===== src/design/vid_pkg.sv =====
`timescale 1ns / 1ps

package vid_pkg;

  // Widths of the fields on the ports
  localparam int FIELD_BITS = 20;
  localparam int ID_BITS    = 11;

  // One face corner as it arrives
  typedef struct packed {
    logic                  start_mesh;
    logic [FIELD_BITS-1:0] position_index;
    logic [FIELD_BITS-1:0] texcoord_index;
    logic [FIELD_BITS-1:0] normal_index;
  } in_item_t;

  // One result as it leaves
  typedef struct packed {
    logic [ID_BITS-1:0] vertex_id;
    logic               is_new;
    logic               overflow;
  } out_item_t;

endpackage


===== src/design/vid_front.sv =====
`timescale 1ns / 1ps

module vid_front
  import vid_pkg::*;
#(
  parameter int INDEX_BITS = 20
) (
  input  logic                    clk,
  input  logic                    rst,
  input  logic                    push,
  output logic                    full,
  input  in_item_t                item,
  output logic                    q_vld,
  input  logic                    q_rdy,
  output logic [3*INDEX_BITS:0]   q_item
);

  localparam int QW = 3 * INDEX_BITS + 1;

  logic [QW-1:0] slot [2];
  logic          wr_ptr;
  logic          rd_ptr;
  logic [1:0]    cnt;
  logic [QW-1:0] q_word;
  logic          do_push;
  logic          do_pop;

  // Reduce each index to the stored width and attach the start flag
  always_comb begin
    q_word = {item.start_mesh,
              INDEX_BITS'({1'b0, item.position_index}),
              INDEX_BITS'({1'b0, item.texcoord_index}),
              INDEX_BITS'({1'b0, item.normal_index})};
  end

  assign full    = cnt[1];
  assign q_vld   = (cnt != 2'd0);
  assign q_item  = slot[rd_ptr];
  assign do_push = push && !full;
  assign do_pop  = q_vld && q_rdy;

  // Hold corners until the back part takes them
  always_ff @(posedge clk) begin
    if (do_push) begin
      slot[wr_ptr] <= q_word;
    end
  end

  // Advance pointers and occupancy
  always_ff @(posedge clk) begin
    if (rst) begin
      wr_ptr <= 1'b0;
      rd_ptr <= 1'b0;
      cnt    <= 2'd0;
    end else begin
      if (do_push) begin
        wr_ptr <= !wr_ptr;
      end
      if (do_pop) begin
        rd_ptr <= !rd_ptr;
      end
      if (do_push && !do_pop) begin
        cnt <= cnt + 2'd1;
      end else if (do_pop && !do_push) begin
        cnt <= cnt - 2'd1;
      end
    end
  end

  a_cnt_range: assert property (@(posedge clk) disable iff (rst) cnt <= 2'd2)
    else $error("front queue occupancy out of range");

  a_ptr_match: assert property (@(posedge clk) disable iff (rst)
    (cnt == 2'd0 || cnt == 2'd2) |-> (wr_ptr == rd_ptr))
    else $error("front queue pointers disagree with occupancy");

endmodule


===== config.mk =====
export PLATFORM = sky130hd
export DESIGN_NAME = vid_front
export DESIGN_NICKNAME = d
export VERILOG_FILES = /design/src/design/vid_pkg.sv /design/src/design/vid_front.sv
export SDC_FILE = /design/constraint.sdc
export NUM_CORES = 1
export LEC_CHECK = 0
export BUFFER_PORTS_ARGS = -buffer_cell sky130_fd_sc_hd__buf_4
export CAP_MARGIN = 20
export CELL_PAD_IN_SITES_DETAIL_PLACEMENT = 0
export CELL_PAD_IN_SITES_GLOBAL_PLACEMENT = 1
export CORE_MARGIN = 5
export CORE_UTILIZATION = 44
export CTS_BUF_LIST = sky130_fd_sc_hd__clkbuf_4
export CTS_CLUSTER_DIAMETER = 50
export DETAILED_ROUTE_END_ITERATION = 6
export GPL_TIMING_DRIVEN = 0
export HOLD_SLACK_MARGIN = 0.15
export PLACE_DENSITY = 0.91
export SYNTH_ARGS = -nofsm -noshare
export SYNTH_HDL_FRONTEND = slang
export SYNTH_SLANG_ARGS = --single-unit
export TNS_END_PERCENT = 10

===== constraint.sdc =====
create_clock -name clk -period 6.5 [get_ports clk]
set_input_delay 1.3 -clock clk [delete_from_list [all_inputs] [get_ports clk]]
set_output_delay 1.3 -clock clk [all_outputs]
set_load 0.05 [all_outputs]

* Yosys cells after proc, flatten, opt, wreduce, memory -nomap -nowiden *
Memory sizes are Yosys's and may differ from the RTL's. A register that Yosys moved wholly into a read port is not among the register bits.
Cells that the tools add are included.
Widths: inputs -> output; s select.

word-level totals
  bits in registers = 4
  latch bits = 0
  RAM bits = 122
  bits in read-only memories = 0
  bits of input ports = 65
  output and inout bits = 63
  word-level logic and storage cells = 23
  memories = 1

memories
  name  depth  bits a word  read ports  clocked after memory_dff  write ports  line             source
  slot  2      61           1           1                         1            vid_front.sv:20  logic [QW-1:0] slot [2];

cells by class
  $add $sub $neg = 2
  multipliers = 0
  divide/modulo/power cells = 0
  $lt $le $gt $ge = 0
  equality and inequality tests = 0
  shift-type cells = 0
  mux-type cells = 6
  bitwise gates (word level) = 0
  reduce and logical (&&, ||, !) cells = 11

operators by type and width
  cell                 number
  $logic_not 1->1      5
  $logic_and 1x1->1    4
  $mux 1               4
  $mux 2               2
  $reduce_bool 2->1    2
  $add 2x1->2 const B  1
  $sub 2x1->2 const B  1

* Logic depth before layout (Yosys ltp) *
  word-level depth = 6
  mapped depth = 5
  depth with buffers taken out = 5

* Worst setup path before layout *
Ideal clock, no wire load.

  path kind = input port to flip-flop
  from = input port push
  to = memory slot[0][0] (netlist name) (enable)
  library setup time = 0.487 ns
  arrival time = 4.293 ns
  data required time = 6.013 ns
  slack = 1.719 ns
  stages = 2
  path buffers = 0
  cells stage by stage = nor2b_1 > nor2b_1

on the way
  word-level cells in the longest chain between the ends = 3

RTL lines
  element                       line             source
  start, declared               vid_front.sv:10  input logic push,
  $logic_and 1x1->1             vid_front.sv:39  assign do_push = push && !full;
  $mux 1                        vid_front.sv:44  if (do_push) begin
  $mux 1 (not written as such)  vid_front.sv:45  slot[wr_ptr] <= q_word;
  end, declared                 vid_front.sv:20

No other way between the ends.

==> results <==
- The number of buffers and inverters on the critical path is 3.
- The multi-input gate area in the final layout is 805.8 um^2.
- Detailed placement ended at an HPWL of 5484 um.
- After clock tree synthesis, the setup repair step added 0 buffers.
- In the global route stage, overall resource usage came out at 0.1339.
- The combinational power share is 0.413.
- Post-CTS repair changed the size of 0 cells.
- For this run the aggregate overflow at the end of global routing stands at 0.
- The sum of negative setup slack is 0 ps.
- 0 antenna diodes ended up in the layout.
- For the finished layout, the period the worst path requires is 3078 ps.
- The full die area is 12680 um^2.
- The share of total power dissipated in the clock network is 0.188.
- The worst hold slack is between 500 and 600 ps.
- The number of levels the H-tree was split into is 4.
- The area of placed instances is around 5800 um^2.
- Of the available clock period, the critical path in the final layout requires 0.4735.
- The total nets after synthesis is 278.
- TritonCTS built the clock tree.
- The worst pin sits at a relative slew slack of 0.4271.
- STA classifies the critical path startpoint as a register.
- The number of slew-limit violations in the final report is 0.
- The critical path goes through buf_2 -> buf_6 -> mux2_2 -> buf_4.
- The first global-routing pass estimated ~13000 um of wire.
- The die is between 100 and 150 um tall.
- The fraction of layout cells with a size suffix above 1 is 0.6081.
- The wire length after detailed routing is 8122 um.
- For this run, the post-layout net count is 426.
- The maximum number of pins on one net before global-route repair is 62.
- For this run, the register share of the synthesized area comes to 0.8125.
- Synthesis produced around 210 cells.
- In this run the static leakage power is 2.271 nW.
- The analysis attributes to net switching a power of between 1 and 1.5 mW.
- STA puts the critical path data arrival time at 1780 ps.
- The final cell count without fillers is 506.
- The cell family contributing the most delay on the critical path is buffers and inverters.
- The number of global-route vias before repair is roughly 2600.
- At the worst endpoint, the required time is ~5200 ps.
- The number of buffers inserted during clock tree synthesis is 17.
- On the worst path, the slowest cell contributes a delay of ~350 ps.
- During synthesis, Yosys emitted a total of 0 warnings.
- Of the total power, the share spent switching nets is 0.3742.
- The violation count after the first detailed-route iteration is between 70 and 80.
- Row generation in the floorplan step produced 37 rows.
- Counting the fill cells in the layout gives between 800 and 900.
- The post-synth design cell area is 4632 um^2.
- The first-pass iteration count of the detailed router is 4.
- In this run the count of I/O pins placed on the die edge is between 100 and 150.
- Of the total power, registers draw 0.399.
- Counting flops and latches in the post-synthesis netlist gives 127.
- The area fraction of the dominant cell type after synthesis is 0.7909.
- The slew at the pin closest to its max-slew limit is 859.3 ps.
- The internal power of the cells is approximately 1.7 mW.
- Setup repair after global routing left no endpoint under its margin.
- The class of the most critical hold timing path is reg2reg.
- The slowest stage of the critical path belongs to the cell sky130_fd_sc_hd__mux2_2.
- The worst-case clock skew is 8.336 ps.
- The register area is 3764 um^2.
- The wire length per cell after detailed routing is around 16 um.
- The core footprint is between 10000 and 15000 um^2.
- The count of buffers inserted at the top-level ports is 127.
- Dividing total power by cell area gives a power density of about 450 nW/um^2.
- The number of buffers on the longest clock path is 2.
- In the routed design, unresolved DRC markers number 0.
- The cell sitting at the root of the clock tree is a sky130_fd_sc_hd__clkbuf_4.
- The worst setup path is of the reg2out kind.
- The maximum resistive drop on vdd is 0.3392 mV.
- The achievable clock frequency is 0.3249 GHz.
- From synthesis to final layout, the design area changed by 31.06%.
- In this run the horizontal extent of the chip is 112.6 um.
- The sink count of the clock tree is 127.
- The number of different library cells used by synthesis comes to 15.
- The maximum fanout along the worst path is 10.
- The worst setup path is captured at an output pin.
- The clock transition at the registers of the reported paths is about 90 ps.
- The final hold violation count was 0.
- The number of antenna violations at the first check in global routing is 0.
- The tool flagged a number of max-cap violations equal to 0.
- The mean instance size in the synthesized netlist is 21.85 um^2.
- The remaining number of nets flagged by the antenna check after routing is 0.
- The setup-violating endpoint count in the final report is 0.
- The via count is 2367.
- Yosys attributes the largest share of cell area to sky130_fd_sc_hd__edfxtp_1, sky130_fd_sc_hd__mux2_2, sky130_fd_sc_hd__dfxtp_1.
- The clock network latency to the later pin of the worst-skew pair is between 400 and 500 ps.
- Power comes to about 2.7 mW.
- The finished cells cover 6071 um^2.
- In this run, post-CTS hold repair placed 0 buffers.
- For this configuration, the core starts out at a cell density of 0.4507.
- The cell taking the most area after synthesis is sky130_fd_sc_hd__edfxtp_1.
- After detailed placement, the design holds a cell count of approximately 480.
- The congestion estimate from routability-driven global placement came to around 0.7.
- The flow ran to the end, and the final reports show no timing, DRC or antenna violations.
- The number of vias per cell after detailed routing is 4.678.
power groups by stage:
| stage | logic [mW] | registers (mW) | clock network, mW |
|---|---|---|---|
| after floorplan | 0.796 | 1.11 | 0 |
| after global placement | 1.11 | 1.12 | 0 |
| after detailed placement | 1.14 | 1.10 | 0 |
| after CTS | 1.14 | 1.09 | 0.533 |
| after global routing | 1.18 | 1.10 | 0.574 |
| final | 1.12 | 1.08 | 0.511 |
cells by family (layout without fill, tap and decap cells):
logic type / Yosys count / count (layout) / share of synthesized area
buf+inv: 7 / 165 / 0.01567
xor+xnor: 4 / 4 / 0.007565
flops: 127 / 127 / 0.8125
mux: 61 / 61 / 0.1483
simple gates: 9 / 9 / 0.009996
fa+ha+maj: 1 / 1 / 0.002701
compound gates: 3 / 3 / 0.003241
worst reg2reg max path, delay by kind of cell (launching register included):
| family | cells | cell delay (ps) |
|---|---|---|
| DFF | 1 | 360 |
| and+or+nand+nor | 2 | 1090 |
state kept, by name (all words and copies together) (netlist names), named ones only:
signal and flops:
cnt 2, slot 122, rd_ptr 1, wr_ptr 1
cell usage in the layout (no fill, tap or decap):
master | synthesis | routed
sky130_fd_sc_hd__bufinv_16 | 0 | 3
sky130_fd_sc_hd__buf_2 | 1 | 1
sky130_fd_sc_hd__clkbuf_4 | 0 | 19
sky130_fd_sc_hd__nor2b_4 | 0 | 1
sky130_fd_sc_hd__clkinv_2 | 0 | 2
sky130_fd_sc_hd__ha_1 | 1 | 1
sky130_fd_sc_hd__mux2_2 | 61 | 61
sky130_fd_sc_hd__buf_4 | 0 | 127
sky130_fd_sc_hd__or2_2 | 1 | 1
sky130_fd_sc_hd__o21ai_0 | 2 | 2
sky130_fd_sc_hd__nor2b_1 | 2 | 1
sky130_fd_sc_hd__edfxtp_1 | 122 | 122
sky130_fd_sc_hd__dfxtp_1 | 5 | 5
sky130_fd_sc_hd__a21oi_1 | 1 | 1
sky130_fd_sc_hd__nor2_1 | 4 | 4
sky130_fd_sc_hd__xor2_1 | 3 | 3
sky130_fd_sc_hd__and2_4 | 0 | 1
sky130_fd_sc_hd__or3_1 | 1 | 1
sky130_fd_sc_hd__clkinvlp_4 | 0 | 1
sky130_fd_sc_hd__clkinv_1 | 0 | 4
sky130_fd_sc_hd__buf_12 | 0 | 2
sky130_fd_sc_hd__xnor2_1 | 1 | 1
sky130_fd_sc_hd__buf_6 | 6 | 6
cell usage after synthesis:
master and number:
sky130_fd_sc_hd__edfxtp_1 122, sky130_fd_sc_hd__mux2_2 61, sky130_fd_sc_hd__buf_6 6, sky130_fd_sc_hd__dfxtp_1 5
sky130_fd_sc_hd__nor2_1 4, sky130_fd_sc_hd__xor2_1 3, sky130_fd_sc_hd__nor2b_1 2, sky130_fd_sc_hd__o21ai_0 2
sky130_fd_sc_hd__a21oi_1 1, sky130_fd_sc_hd__and2_1 1, sky130_fd_sc_hd__buf_2 1, sky130_fd_sc_hd__ha_1 1
sky130_fd_sc_hd__or2_2 1, sky130_fd_sc_hd__or3_1 1, sky130_fd_sc_hd__xnor2_1 1
metrics by stage:
| step | setup WS [ps] | utilization |
|---|---|---|
| finish | 3422 | 0.5907 |
| global route | 3260 | 0.5907 |
| CTS | 3322 | 0.5907 |
| detailed placement | 3571 | 0.5649 |
| global placement | 64.93 | 0.5600 |
| floorplan | 1719 | - |
per-layer routing:
metal / up-vias / GRT usage / share of wire
li1: 1130 / - / -
met1: 1148 / 0.1450 / 0.39
met2: 80 / 0.2303 / 0.53
met3: 9 / 0.05499 / 0.072
met4: 0 / 0.05769 / 0.014
met5: - / 0 / 0
final timing paths:
kind	start	end	slack (ps)	cells past startpoint
setup / recovery	register	q_item[43]	3420	4
hold / removal	rd_ptr$_SDFFE_PP0P_	rd_ptr$_SDFFE_PP0P_	520	2
hold reg to reg	rd_ptr$_SDFFE_PP0P_	rd_ptr$_SDFFE_PP0P_	520	2
setup reg to reg	cnt[1]$_SDFFE_PP0P_	slot[1][0]$_DFFE_PP_	4620	2
area by class of cell:
cell class | count | share of cell area
timing repair buffer | 129 | 0.1636
clock inverter | 10 | 0.02020
tap | 136 | 0.02803
multi-input combinational | 78 | 0.1327
buffer | 7 | 0.01195
clock buffer | 19 | 0.02350
sequential | 127 | 0.6200
Note: power is estimated with default switching activity, not from simulation.
